<file path="src/sv/pcse_pkg.sv">
// shared types, field widths and codes for the page content store engine
// no dependencies; imported by every module of the block
package pcse_pkg;

  localparam int PAGE_BYTES_DEF = 1024;

  localparam int CMD_W  = 3;
  localparam int OFF_W  = 10;
  localparam int LEN_W  = 11;
  localparam int BYTE_W = 8;
  localparam int ST_W   = 2;
  localparam int IDX_W  = 10;
  localparam int CNT_W  = 11;

  localparam logic [CNT_W-1:0] CNT_MAX = 11'd2047;

  // command codes
  localparam logic [CMD_W-1:0] OP_WRITE  = 3'd0;
  localparam logic [CMD_W-1:0] OP_APPEND = 3'd1;
  localparam logic [CMD_W-1:0] OP_CLEAR  = 3'd2;
  localparam logic [CMD_W-1:0] OP_FIND   = 3'd3;
  localparam logic [CMD_W-1:0] OP_COUNT  = 3'd4;
  localparam logic [CMD_W-1:0] OP_FIT    = 3'd5;

  // result status codes
  localparam logic [ST_W-1:0] ST_OK        = 2'd0;
  localparam logic [ST_W-1:0] ST_NOT_FOUND = 2'd1;
  localparam logic [ST_W-1:0] ST_NO_END    = 2'd2;

  // configuration register indexes
  localparam logic REG_END_MARKER   = 1'b0;
  localparam logic REG_EMPTY_MARKER = 1'b1;

  // which scan the datapath sets up
  typedef enum logic [2:0] {
    SS_FIND  = 3'd0,  // match data byte from offset
    SS_COUNT = 3'd1,  // count empty bytes
    SS_END   = 3'd2,  // match end marker from zero
    SS_FIRST = 3'd3,  // match empty marker from zero
    SS_FIT   = 3'd4   // empty run search from max(offset, first empty)
  } start_t;

  typedef struct packed {
    logic   item_load;
    logic   wr_item;
    logic   clr_start;
    logic   scan_start;
    start_t start_kind;
    logic   run;
    logic   app_begin;
    logic   app_put;
    logic   app_mark;
    logic   res_load;
  } ctl_cmd_t;

  typedef struct packed {
    logic [CMD_W-1:0] item_cmd;
    logic             item_whole;
    logic             app_active;
    logic             scan_done;
    logic             scan_hit;
  } ctl_stat_t;

endpackage

</file>
<file path="src/sv/pcse_ctrl.sv">
// sequencing state machine of the page content store engine
// depends on pcse_pkg; drives the datapath through ctl_cmd_t
module pcse_ctrl
  import pcse_pkg::*;
(
  input  logic      clk,
  input  logic      rst,
  input  logic      in_valid,
  output logic      in_ready,
  output logic      out_valid,
  input  logic      out_ready,
  input  ctl_stat_t st,
  output ctl_cmd_t  cmd
);

  typedef enum logic [8:0] {
    S_IDLE     = 9'b000000001,
    S_DISPATCH = 9'b000000010,
    S_SCAN     = 9'b000000100,
    S_CLR      = 9'b000001000,
    S_APP_SCAN = 9'b000010000,
    S_APP_PUT  = 9'b000100000,
    S_APP_END  = 9'b001000000,
    S_FIT1     = 9'b010000000,
    S_DONE     = 9'b100000000
  } state_t;

  state_t state, state_next;
  logic   out_valid_next;
  logic   out_free;

  assign out_free = !out_valid || out_ready;
  assign in_ready = (state == S_IDLE);

  always_comb begin
    state_next = state;
    cmd        = '0;
    cmd.start_kind = SS_FIND;
    case (state)
      S_IDLE: begin
        if (in_valid) begin
          cmd.item_load = 1'b1;
          state_next    = S_DISPATCH;
        end
      end
      S_DISPATCH: begin
        case (st.item_cmd)
          OP_WRITE: begin
            cmd.wr_item = 1'b1;
            state_next  = S_DONE;
          end
          OP_APPEND: begin
            if (st.app_active) begin
              state_next = S_APP_PUT;
            end else begin
              cmd.scan_start = 1'b1;
              cmd.start_kind = SS_END;
              state_next     = S_APP_SCAN;
            end
          end
          OP_CLEAR: begin
            cmd.clr_start = 1'b1;
            state_next    = S_CLR;
          end
          OP_FIND: begin
            cmd.scan_start = 1'b1;
            cmd.start_kind = SS_FIND;
            state_next     = S_SCAN;
          end
          OP_COUNT: begin
            cmd.scan_start = 1'b1;
            cmd.start_kind = SS_COUNT;
            state_next     = S_SCAN;
          end
          OP_FIT: begin
            cmd.scan_start = 1'b1;
            cmd.start_kind = SS_FIRST;
            state_next     = S_FIT1;
          end
          default: state_next = S_DONE;
        endcase
      end
      S_SCAN, S_CLR: begin
        cmd.run = 1'b1;
        if (st.scan_done) state_next = S_DONE;
      end
      S_APP_SCAN: begin
        cmd.run = 1'b1;
        if (st.scan_done) begin
          cmd.app_begin = 1'b1;
          state_next    = S_APP_PUT;
        end
      end
      S_APP_PUT: begin
        cmd.app_put = 1'b1;
        state_next  = S_APP_END;
      end
      S_APP_END: begin
        cmd.app_mark = 1'b1;
        state_next   = S_DONE;
      end
      S_FIT1: begin
        cmd.run = 1'b1;
        if (st.scan_done) begin
          if (st.scan_hit && !st.item_whole) begin
            cmd.scan_start = 1'b1;
            cmd.start_kind = SS_FIT;
            state_next     = S_SCAN;
          end else begin
            state_next = S_DONE;
          end
        end
      end
      S_DONE: begin
        if (out_free) begin
          cmd.res_load = 1'b1;
          state_next   = S_IDLE;
        end
      end
      default: state_next = S_IDLE;
    endcase
  end

  always_comb begin
    out_valid_next = out_valid;
    if (cmd.res_load) out_valid_next = 1'b1;
    else if (out_ready) out_valid_next = 1'b0;
  end

  always_ff @(posedge clk) begin
    if (rst) begin
      state     <= S_IDLE;
      out_valid <= 1'b0;
    end else begin
      state     <= state_next;
      out_valid <= out_valid_next;
    end
  end

  a_accept_dispatch: assert property (@(posedge clk) disable iff (rst)
    (in_valid && in_ready) |=> (state == S_DISPATCH))
    else $error("accepted beat did not move to dispatch");

  a_load_when_free: assert property (@(posedge clk) disable iff (rst)
    cmd.res_load |-> out_free)
    else $error("result loaded over an untaken result");

  a_done_delivers: assert property (@(posedge clk) disable iff (rst)
    (state == S_DONE && out_free) |=> (state == S_IDLE && out_valid))
    else $error("finished item did not reach the output register");

endmodule

</file>
<file path="config.mk">
export PLATFORM = sky130hd
export DESIGN_NAME = pcse_ctrl
export DESIGN_NICKNAME = d
export VERILOG_FILES = /design/src/sv/pcse_pkg.sv /design/src/sv/pcse_ctrl.sv
export SDC_FILE = /design/constraint.sdc
export NUM_CORES = 1
export LEC_CHECK = 0
export ABC_AREA = 1
export BUFFER_PORTS_ARGS = -buffer_cell sky130_fd_sc_hd__buf_2
export CAP_MARGIN = 10
export CORE_MARGIN = 2
export CORE_UTILIZATION = 45
export DETAILED_ROUTE_END_ITERATION = 16
export PLACE_DENSITY_LB_ADDON = 0.1
export SYNTH_ARGS = -nofsm -noshare
export SYNTH_HDL_FRONTEND = slang
export SYNTH_SLANG_ARGS = --single-unit
export TNS_END_PERCENT = 5
</file>
<file path="constraint.sdc">
create_clock -name clk -period 1.3 [get_ports clk]
set_input_delay 0.26 -clock clk [delete_from_list [all_inputs] [get_ports clk]]
set_output_delay 0.26 -clock clk [all_outputs]
set_load 0.005 [all_outputs]
</file>
Word-level counts from Yosys, hierarchy flattened
Cells that the tools add are included.
Widths: inputs -> output; s select.

word-level totals
  ROM bits = 0
  flip-flop bits (word level) = 10
  word-level logic and storage cells = 59
  memories = 0
  bits in latches = 0
  bits in writable memories = 0

cells by class
  $lt $le $gt $ge = 0
  add/subtract/negate cells = 0
  reduce and logical (&&, ||, !) cells = 10
  equal/unequal tests = 19
  multiplexer cells = 28
  bitwise gates (word level) = 0
  $mul = 0
  shifts and indexed selects = 0
  divide/modulo/power cells = 0

operators by type and width
  cell                number
  $pmux 9 s8          1
  $mux 9              6
  $pmux 9 s4          1
  $pmux 4 s4          1
  $mux 1              13
  $mux 4              3
  $ne 2x2->1 const B  5
  $eq 9x1->1 const B  1
  $eq 9x2->1 const B  1
  $eq 9x3->1 const B  1
  $eq 9x4->1 const B  1
  $eq 9x5->1 const B  1
  $eq 9x6->1 const B  1
  $eq 9x7->1 const B  1
  $eq 9x8->1 const B  1
  $eq 9x9->1 const B  1
  $pmux 4 s2          1
  $eq 3x2->1 const B  2
  $eq 3x3->1 const B  2
  $mux 6              1
  $reduce_and 5->1    1
  $reduce_or 2->1     2
  $reduce_or 4->1     1
  $eq 3x1->1 const B  1
  other kinds (6)     7

Longest topological paths before layout
  depth in word-level cells = 5
  mapped depth = 10

Least setup slack after synthesis
No wires, ideal clock.

  kind = reg-to-output
  from = register state[1]
  to = output port cmd[6] (netlist name)
  data arrival time = 1.081 ns
  required time = 1.040 ns
  setup slack = -0.041 ns
  cell stages (with the launch flop) = 8
  path through = dfxtp_1 -> inv_1 -> nor2_1 -> nand3_1 -> nor2_4 -> nand2_2 -> nor3_1 -> or2_2

RTL lines
  what                    RTL line          source
  from (decl)             pcse_ctrl.sv:28   state_t state, state_next;
  from (signal assigned)  pcse_ctrl.sv:135  state <= state_next;
  to (decl)               pcse_ctrl.sv:13   output ctl_cmd_t cmd

==> run_results.csv <==
group,metric,value,unit
outcome,status,"finished with violations",
outcome,violations,"negative setup slack",
pwr,power,2.40,mW
global_routing,grt-ovfl-total,0,
drt,drt_iter0_markers,25,
critical_path,worstRegToRegCells,10,
die,coreArea,1730,um^2
critical_path,cpPeakStageDelay,0.32,ns
placement,place_inst,212,
pwr,p_sw,1.14,mW
drt,first_pass_iters,4,
critical_path,cp_num_buf_inv,2,
yosys,synth_top_area_share,24.1,%
yosys,synth_area,830,um^2
drt,wl_per_cell,10.5,um
pwr,p_clk_share,11.6,%
critical_path,start_kind,"flip-flop",
drt,routed_wl,2.28,mm
min_path,hold_start,"rst",
sta,finalWorstSetupSlack,-0.432,ns
critical_path,crit_family,"simple AND/OR/NAND/NOR gates",
global_routing,grt_pass1_vias,873,
sta,fmax,0.577,GHz
critical_path,required,1.04,ns
clock_tree,cts_made_buffers,3,
yosys,synth.net_count,153,
job,maxCapViolations,0,
min_path,hp-class,"in -> reg",
drt,viasPerCell,4.64,
yosys,ys_types,21,
clock_tree,clock_path_buffers,2,
clock_tree,clock-root-buffer,"clkbuf_4",
critical_path,r2r_slack,-0.19,ns
global_routing,grt_pass1_wl,3.37,mm
critical_path,rr_endpoint,"state[2]$_SDFFE_PP0P_",
yosys,synth_ff_type,"dfxtp_1",
finish,drive_gt1_share,45.3,%
sta,hold_violations,0,
yosys,synth_edf_count,0,
yosys,yosys_warnings,0,
yosys,async_flop_share,0,%
critical_path,critPathKind,"reg -> out",
die,fp.dieH,46.9,um
sta,post-route-period-util,133,%
yosys,synth.area.top_cells,"dfxtp_1, nor2_1, nand2_1",
yosys,ys_ff_latch,10,
die,dieArea,2200,um^2
clock_tree,insertion_delay,0.26,ns
yosys,syn_area_per_cell,5.84,um^2
finish,regArea,208,um^2
finish,postLayoutCellArea,1240,um^2
drt,vias,1006,
critical_path,critPathArrivalTime,1.47,ns
sta,drv_slew,0,
min_path,hold_end,"out_valid$_SDFFE_PP0P_",
die,die_w,46.9,um
global_routing,grt_max_degree,10,
clock_tree,cts_tree,"done",
critical_path,path_max_fanout,3,
placement,io_buffers,24,
critical_path,cp-end-kind,"output pin",
finish,antenna_cells,0,
clock_tree,h-tree-depth,1,
pwr,swShare,47.6,%
finish,syn2layout_area_growth,49.6,%
critical_path,crit_path_cell_trace,"buf_4 > nor2_2 > nand2_2 > nor2_4 > nand4_1 > o21ai_1 > buf_2",
yosys,synth_commonest_cells,"nor2_1, nand2_1, inv_1, dfxtp_1, nand3_1",
finish,nets,204,
pwr,p_int,1.26,mW
global_routing,antenna_found_initial,0,
placement,hpwlAfterDp,1.76,mm
die,io_pins,25,
placement,dpl_worst_slack,-0.139,ns
yosys,ys_seq_area_share,24.1,%
pwr,irDropWorstVdd,0.00103,V
clock_tree,cts_sinks,10,
finish,finish.utilization,71.9,%
critical_path,crit_path_top_delay_cell,"dfxtp_2",
drt,antenna_left,0,
critical_path,r2r_start,"state[1]$_SDFFE_PP0P_",
pwr,power_density,1930,nW/um^2
sta,relSlewSlack,80.5,%
global_routing,track_usage,21.5,%
sta,setup_viol,20,
sta,period_minus_slack,1.73,ns
finish,multiInputGateArea,561,um^2
placement,dpl_cell_area,1140,um^2
sta,rsz0062_at_grt,"true",
drt,drc_errors,0,
yosys,synth.most_common_cell,"nor2_1",
pwr,p_leak,0.742,nW
pwr,combPwrFrac,67.3,%
placement,gp_congestion,0.854,
clock_tree,path_clk_slew,0.06,ns
pwr,power_frac_seq,21.1,%
sta,worst-slew-pin-transition,0.291,ns
die,start_util,48.0,%
finish,stdcell_count,217,
min_path,hold_path_depth,2,
yosys,netlist_instances,142,
finish,fillCellCount,167,
sta,clock_skew,0.000415,ns
die,rows,15,
yosys,yosysTopAreaCell,"dfxtp_1",
state kept, by name, indices dropped and copies added (netlist names):
| signal | flops |
|---|---|
| state | 9 |
| out_valid | 1 |
worst max-delay path by stage:
| stage | start | depth (start not counted) | end | slack (ns) |
|---|---|---|---|---|
| floorplan | state[1]$_SDFFE_PP0P_ | 7 | cmd[6] | -0.02 |
| global placement | state[1]$_SDFFE_PP0P_ | 7 | cmd[8] | -0.12 |
| detailed placement | state[7]$_SDFFE_PP0P_ | 7 | cmd[6] | -0.14 |
| CTS | state[1]$_SDFFE_PP0P_ | 7 | cmd[8] | -0.42 |
| global route | state[1]$_SDFFE_PP0P_ | 7 | cmd[7] | -0.56 |
| finish | state[1]$_SDFFE_PP0P_ | 7 | cmd[8] | -0.43 |
area by class of cell:
| type | instances | area share, % |
|---|---|---|
| multi-input cells | 101 | 45.2 |
| flip-flops and latches | 10 | 16.7 |
| repair buffers | 47 | 23.6 |
| inverters | 30 | 9.07 |
| clock buffers | 4 | 2.92 |
| well taps | 25 | 2.52 |
worst reg2reg max path, delay by kind of cell, from the launching register on:
kind,cells,cell delay (ns)
buf+inv,2,0.33
simple gates,8,0.78
flops,1,0.32
per-stage QoR:
step                setup TNS, ns  hold slack [ns]
floorplan                 -0.0202            0.329
global placement           -0.786            0.438
detailed placement          -1.09            0.443
CTS                         -4.62            0.162
global route                -6.83            0.154
finish                      -4.45            0.162
repair_timing:
action | in CTS | in global routing
hold buffers | 0 | 0
endpoints found under the hold margin | 0 | 0
buffers inserted | 0 | 1
resized for setup | 6 | 11
pin swaps | 3 | 4
setup endpoints to repair | 22 | 22
kinds of logic after synthesis:
| logic type | after synthesis | synth area share (%) |
|---|---|---|
| AND/OR/NAND/NOR | 94 | 56.7 |
| buffers and inverters | 31 | 14.5 |
| flip-flops | 10 | 24.1 |
| AO/OA/AOI/OAI | 7 | 4.67 |
layer usage:
metal / global-route usage, % / vias to the layer above / routed length [um]
met5: 0 / - / 0
li1: - / 536 / -
met2: 41.1 / 22 / 1180
met3: 5.77 / 2 / 99
met1: 24.0 / 446 / 989
met4: 3.33 / 0 / 7
placed cells by master (no fill, tap or decap), drive strengths merged, types with 4 or more instances in the layout:
cell / synthesis / final
buf: 1 / 47
nor2: 36 / 36
nand2: 35 / 35
inv: 29 / 29
nand3: 11 / 11
dfxtp: 10 / 10
nand4: 6 / 6
a21oi: 4 / 4
clkbuf: 0 / 4
nor3: 4 / 4
power by group through the flow:
stage | clock network, mW | logic [mW] | registers [mW]
after floorplan | 0 | 0.915 | 0.482
after global placement | 0 | 1.41 | 0.484
after CTS | 0.283 | 1.48 | 0.495
after global routing | 0.302 | 1.80 | 0.513
after detailed placement | 0 | 1.43 | 0.489
final | 0.278 | 1.62 | 0.506
Power figures use the tool's default switching activity.
